**src/sv/gaa_pkg.sv**
```systemverilog
// ----------------------------------------------------------------------------
// Gravity acceleration accumulator package
// Widths, controller states and the command and status groups.
// ----------------------------------------------------------------------------
package gaa_pkg;

  localparam int COORD_W    = 32;
  localparam int ACC_W      = 48;
  localparam int AXES       = 3;
  localparam int MAG_W      = COORD_W;
  localparam int LIMB_W     = 32;
  localparam int R2_W       = 2 * MAG_W + 2;
  localparam int SQ_SHIFT   = 32;
  localparam int SQ_W       = (R2_W + SQ_SHIFT) / 2;
  localparam int X_W        = 2 * SQ_W;
  localparam int SREM_W     = SQ_W + 2;
  localparam int DEN_W      = R2_W + SQ_W;
  localparam int PROD_W     = 2 * LIMB_W;
  localparam int NUM_SHIFT  = 56;
  localparam int NUM_W      = PROD_W + NUM_SHIFT;
  localparam int QB_W       = ACC_W - 1;
  localparam int DSH_W      = DEN_W + QB_W;
  localparam int R2_PAD     = 3 * LIMB_W;
  localparam int SQ_PAD     = 2 * LIMB_W;
  localparam int MUL_OPS    = 6;
  localparam int SEL_W      = 3;
  localparam int CNT_W      = 6;

  localparam logic [ACC_W-1:0] ACC_MAX = {1'b0, {QB_W{1'b1}}};
  localparam logic [ACC_W-1:0] ACC_MIN = {1'b1, {QB_W{1'b0}}};

  typedef enum logic [3:0] {
    ST_IDLE,
    ST_MUL1,
    ST_CHECK,
    ST_SQRT,
    ST_MUL2,
    ST_DINIT,
    ST_DIV,
    ST_ACC,
    ST_EMIT
  } state_t;

  typedef struct packed {
    logic             load;
    logic             mul_issue;
    logic             mul_acc;
    logic             mul_phase;
    logic [SEL_W-1:0] mul_sel;
    logic             sqrt_init;
    logic             sqrt_step;
    logic             set_overlap;
    logic             div_init;
    logic             div_step;
    logic             accum;
    logic             emit;
  } cmd_t;

  typedef struct packed {
    logic r2_zero;
    logic out_free;
  } status_t;

endpackage

```
**src/sv/gaa_ctrl.sv**
```systemverilog
// ----------------------------------------------------------------------------
// Gravity acceleration controller
// Sequences the multiply, square root, divide and accumulate phases.
// ----------------------------------------------------------------------------
module gaa_ctrl (
  input  logic             clk,
  input  logic             rst,
  input  logic             in_valid,
  input  logic             has_attractor,
  input  logic             last_item,
  input  gaa_pkg::status_t status,
  output logic             in_ready,
  output gaa_pkg::cmd_t    cmd
);
  import gaa_pkg::*;

  state_t           state;
  state_t           state_next;
  logic [CNT_W-1:0] cnt;
  logic [CNT_W-1:0] cnt_next;
  logic             last_q;
  logic             last_q_next;

  always_ff @(posedge clk) begin
    if (rst) begin
      state  <= ST_IDLE;
      cnt    <= '0;
      last_q <= 1'b0;
    end else begin
      state  <= state_next;
      cnt    <= cnt_next;
      last_q <= last_q_next;
    end
  end

  always_comb begin
    state_next  = state;
    cnt_next    = '0;
    last_q_next = last_q;
    unique case (state)
      ST_IDLE: begin
        if (in_valid) begin
          last_q_next = last_item;
          state_next  = has_attractor ? ST_MUL1 : ST_EMIT;
        end
      end
      ST_MUL1: begin
        if (cnt == CNT_W'(MUL_OPS)) begin
          state_next = ST_CHECK;
        end else begin
          cnt_next = cnt + 1'b1;
        end
      end
      ST_CHECK: begin
        state_next = status.r2_zero ? ST_EMIT : ST_SQRT;
      end
      ST_SQRT: begin
        if (cnt == CNT_W'(SQ_W - 1)) begin
          state_next = ST_MUL2;
        end else begin
          cnt_next = cnt + 1'b1;
        end
      end
      ST_MUL2: begin
        if (cnt == CNT_W'(MUL_OPS)) begin
          state_next = ST_DINIT;
        end else begin
          cnt_next = cnt + 1'b1;
        end
      end
      ST_DINIT: begin
        state_next = ST_DIV;
      end
      ST_DIV: begin
        if (cnt == CNT_W'(ACC_W - 1)) begin
          state_next = ST_ACC;
        end else begin
          cnt_next = cnt + 1'b1;
        end
      end
      ST_ACC: begin
        state_next = ST_EMIT;
      end
      ST_EMIT: begin
        if (!last_q || status.out_free) begin
          state_next = ST_IDLE;
        end
      end
      default: begin
        state_next = ST_IDLE;
      end
    endcase
  end

  always_comb begin
    cmd      = '0;
    in_ready = 1'b0;
    unique case (state)
      ST_IDLE: begin
        in_ready = 1'b1;
        cmd.load = in_valid;
      end
      ST_MUL1, ST_MUL2: begin
        cmd.mul_phase = state == ST_MUL2;
        cmd.mul_issue = cnt < CNT_W'(MUL_OPS);
        cmd.mul_acc   = cnt != '0;
        cmd.mul_sel   = cnt[SEL_W-1:0];
      end
      ST_CHECK: begin
        cmd.set_overlap = status.r2_zero;
        cmd.sqrt_init   = !status.r2_zero;
      end
      ST_SQRT: begin
        cmd.sqrt_step = 1'b1;
      end
      ST_DINIT: begin
        cmd.div_init = 1'b1;
      end
      ST_DIV: begin
        cmd.div_step = 1'b1;
      end
      ST_ACC: begin
        cmd.accum = 1'b1;
      end
      ST_EMIT: begin
        cmd.emit = last_q && status.out_free;
      end
      default: begin
        in_ready = 1'b0;
      end
    endcase
  end

endmodule

```
**config.mk**
```make
export PLATFORM = sky130hd
export DESIGN_NAME = gaa_ctrl
export DESIGN_NICKNAME = d
export VERILOG_FILES = /design/src/sv/gaa_pkg.sv /design/src/sv/gaa_ctrl.sv
export SDC_FILE = /design/constraint.sdc
export NUM_CORES = 1
export LEC_CHECK = 0
export ABC_AREA = 1
export BUFFER_PORTS_ARGS = -buffer_cell sky130_fd_sc_hd__buf_2
export CORE_MARGIN = 4
export CORE_UTILIZATION = 51
export DETAILED_ROUTE_END_ITERATION = 16
export PLACE_DENSITY = 0.77
export SLEW_MARGIN = 20
export SYNTH_ARGS = -nofsm -noshare
export SYNTH_HDL_FRONTEND = slang
export SYNTH_SLANG_ARGS = --single-unit
export TNS_END_PERCENT = 10
```
**constraint.sdc**
```tcl
create_clock -name clk -period 1.6 [get_ports clk]
set_input_delay 0.24 -clock clk [delete_from_list [all_inputs] [get_ports clk]]
set_output_delay 0.24 -clock clk [all_outputs]
set_load 0.01 [all_outputs]
```
**Word-level counts from Yosys, hierarchy flattened**

Cells that the tools add are included.
W data, S select, Z words.

- Register bits after elaboration: 11
- Input port bits: 7

- Muxes and demuxes: 23
- Magnitude comparators: 1
- Reductions and logical operators: 9
- Eq/ne operators: 17
- Add/subtract/negate cells: 1

Operator list:

| kind | count |
|---|---|
| $pmux W4 S9 | 1 |
| $mux W4 | 8 |
| $mux W6 | 4 |
| $pmux W6 S3 | 1 |
| $eq A4 B3 Y1 const B | 4 |
| $eq A6 B6 Y1 const B | 2 |
| $ne A2 B2 Y1 const B | 6 |
| $mux W1 | 9 |
| $eq A4 B2 Y1 const B | 2 |
| $add A6 B1 Y6 const B | 1 |
| $eq A6 B3 Y1 const B | 1 |
| $lt A6 B3 Y1 const B | 1 |
| $reduce_and A6 Y1 | 1 |
| $reduce_bool A6 Y1 | 1 |
| $eq A4 B1 Y1 const B | 1 |
| $eq A4 B4 Y1 const B | 1 |
| $logic_not A4 Y1 | 1 |
| $logic_not A1 Y1 | 2 |
| $reduce_and A2 Y1 | 1 |
| $reduce_or A2 Y1 | 1 |
| $logic_and A1 B1 Y1 | 1 |
| $logic_or A1 B1 Y1 | 1 |

**Depth between registers and ports, before layout**

- Depth after elaboration: 4
- Gate-level depth with buffers: 9
- Gate-level depth less buffers: 9

**Least setup slack after synthesis**

OpenSTA, ideal clock, no wires.

- Path kind: reg-to-reg
- Start point: register cnt[1]
- End point: register cnt[0]
- Path slack: 0.316 ns
- Data required time: 1.482 ns
- Stages on the path, launching flop included: 9
- Clock period less this slack: 1.284 ns
- Data arrival time: 1.166 ns
- Cells stage by stage: dfxtp_1 -> ha_1 -> nand3_1 -> nor2_1 -> nor2_2 -> inv_2 -> nand2_4 -> o21ai_4 -> nor2_2

- Longest elaborated chain between the ends: 3
- Elaborated cells on any way between the ends: 7
- Classes of those cells: 3 x eq/ne; 4 x mux

RTL lines:

| element | RTL line | text |
|---|---|---|
| start: declaration | gaa_ctrl.sv:19 | `logic [CNT_W-1:0] cnt;` |
| start signal: assignment | gaa_ctrl.sv:31 | `cnt <= cnt_next;` |
| $eq A6 B6 Y1 (tied with other cells) | gaa_ctrl.sv:75 | `if (cnt == CNT_W'(ACC_W - 1)) begin` |
| $mux W6, on equally long branches | -- |  |
| $pmux W6 S3 (*) | gaa_ctrl.sv:40 | `unique case (state)` |

Every way passes the cells marked *; elsewhere a longest branch is shown, timed or not.
A chain may end at the register's enable or synchronous reset.

==> summary.md <==
| Metric | Value |
|---|---|
| Required @ worst endpoint | 1.36 ns |
| H-tree depth | 1 |
| Post-route clock skew | 0.00283 ns |
| CTS Buf Count | 3 |
| Min-Delay Path Class | in -> reg |
| DRT antenna net count | 0 |
| IO buf count | 21 |
| DR WL/cell | 12.2 µm |
| Unrepaired setup endpoints after global routing | yes |
| GPL Wtd Cong | 0.848 |
| Relative slew slack | 81.8% |
| Yosys Warn Count | 0 |
| Status | finished, final reports clean |
| Hold_buf cts | 0 |
| Syn nets | 149 |
| Netlist cell types | 24 |
| Antenna diodes | 0 |
| # DRC | 0 |
| Post-Syn Instances | 139 |
| First-pass DRT Iterations | 4 |
| GRT Util Overall | 18.4% |
| Max-cap violations | 0 |
| Seq cells post-synth | 11 |
| Routed wire length | 2300 µm |
| Die Wd | 49.7 µm |
| Crit-path max FO | 5 |
| Layout Nets | 184 |
| DR iter-0 viols | 41 |
| Finished layout cell area | 0.00114 mm² |
| Leakage power total | 0.000641 µW |
| Largest net degree at the start of global routing | 8 |
| PwrDens | 1420 mW/mm² |
| Crit share post-route | 97.2% |
| Vias | 981 |
| Clock Path Buffers | 2 |
| Pwr Total | 1630 µW |
| Die footprint | 0.00247 mm² |
| Layout Utilization | 72.4% |
| Dpl hpwl | 1650 µm |
| Max Slew Vio Count | 0 |
| Row cnt | 14 |
| Clock-pin slew on the worst setup and hold paths | 0.07 ns |
| Initial cell density of the core | 56.3% |
| VDD IR-drop max | 0.868 mV |
| Vias in the first global route | 839 |
| # IOs | 22 |
| Worst Max-Slew Pin Slew | 0.273 ns |
| WP data arrival | 1.32 ns |
| CP startpoint | state[0] |
| Area Overhead vs Synth | 28.5% |
| Final setup vio count | 0 |
| Critical path class | reg -> out |
| Total Neg Setup Slack | 0 ns |
| Post-Syn Area per Cell | 6.39 µm² |
| Min Clock Period, post-route | 1.56 ns |
| Hold Vio Cnt, Final | 0 |
| Hold Crit Start | last_item |
| Startpoint Class | flop |
| Worst-Skew Late Latency | 0.28 ns |
| Hold_ws | 0.242 ns |
| Reg-to-reg critical path startpoint | cnt[1] |
| Clk sinks | 11 |
| Grt total ovfl | 0 |
| Crit end category | primary output |
| Placed Area | 0.00101 mm² |
| Synth Cell Area | 888 µm² |
| Initial antenna violation count | 0 |
| Core area | 0.00158 mm² |
| Peak Freq | 643 MHz |
| CTS root buf | clkbuf_4 |
| First-pass GRT wire length | 3550 µm |
| Post-synthesis sequential area ratio | 24.8% |
| TritonCTS clock tree | yes |
| Layout cell share with drive strength beyond 1 | 40.5% |
| Vias per Instance | 5.19 |
| Height of the chip | 49.7 µm |
## cells in the final DEF (no fill, tap or decap), types with 2 or more instances in the layout
| master | count |
|---|---|
| buf_4 | 9 |
| nor2_1 | 23 |
| buf_2 | 21 |
| nand3_1 | 14 |
| nand2_1 | 22 |
| nor2_2 | 11 |
| o21ai_0 | 2 |
| nand2_2 | 6 |
| dfxtp_1 | 7 |
| clkbuf_4 | 3 |
| xor2_1 | 2 |
| nand3b_1 | 2 |
| inv_1 | 23 |
| inv_2 | 3 |
| nor2_4 | 4 |
| dfxtp_4 | 4 |
| ha_1 | 3 |
| nand2_4 | 2 |
## synth_stat cells (all sizes together)
master / number / area [µm²]
nor3: 1 / 5.00
nor2: 38 / 185
or2: 1 / 6.26
dfxtp: 11 / 220
nand3: 15 / 80.1
nand3b: 2 / 15.0
a21oi: 3 / 30.0
nand4: 1 / 6.26
o21ai: 3 / 26.3
xor2: 2 / 17.5
ha: 3 / 37.5
inv: 27 / 101
nor4: 1 / 6.26
xnor2: 1 / 8.76
nand2: 30 / 143
## cell type report
cell class	count	area (µm²)
Multi-Input combinational cell	101	582
Fill cell	132	435
Sequential cell	11	235
Timing Repair Buffer	30	173
Inverter	27	104
Clock buffer	3	22.5
Tap cell	16	20.0
Clock inverter	1	5.00
## worst max-delay path, stage by stage, from the launching register on
cell      delay, ns
dfxtp_4        0.37
buf_4          0.15
nor2_2         0.16
nand3b_1       0.12
inv_1          0.10
buf_2          0.13
## metal layers
| metal | up-vias | track usage [%] | routed length, µm |
|---|---|---|---|
| met5 | - | 0 | 0 |
| met4 | 0 | 5.53 | 45 |
| met3 | 9 | 6.02 | 184 |
| met2 | 43 | 30.0 | 1090 |
| met1 | 439 | 22.9 | 976 |
| li1 | 490 | - | - |
## final timing paths
path | cells past startpoint | slack [ns] | to
worst min register to register | 1 | 0.44 | cnt[0]
worst max register to register | 8 | 0.13 | cnt[4]
worst max-delay path | 5 | 0.04 | cmd[6]
worst min-delay path | 3 | 0.24 | last_q
## registers in the layout (all words and copies together) (netlist names)
| name | flops |
|---|---|
| cnt | 6 |
| last_q | 1 |
| state | 4 |
## what timing repair did
item                                    in CTS  in global routing
pin swaps                                    3                  4
gates resized for setup                      6                  9
buffers inserted                             2                  7
gates cloned                                 0                  0
endpoints found under the setup margin       6                  7
## where the power goes
part           internal, µW  leakage, µW  switching, µW
logic                   416     0.000530            603
clock network          92.8    0.0000177            101
registers               337    0.0000924           75.7
total                   846     0.000641            780
## kinds of logic (layout without fill, tap and decap cells)
group | after synthesis | in the layout | share of synthesized area, %
AND/OR/NAND/NOR | 89 | 89 | 50.3
buffers and inverters | 27 | 61 | 11.4
flip-flops | 11 | 11 | 24.8
AO/OA/AOI/OAI | 6 | 6 | 6.34
adder cells (fa/ha/maj) | 3 | 3 | 4.23
XOR/XNOR | 3 | 3 | 2.96
## per-stage QoR
stage               cells  worst slack, ns
floorplan             139            0.316
global placement      176            0.192
detailed placement    176            0.179
CTS                   182          0.00468
global route          189          -0.0494
finish                189           0.0449
Power figures use the tool's default switching activity.
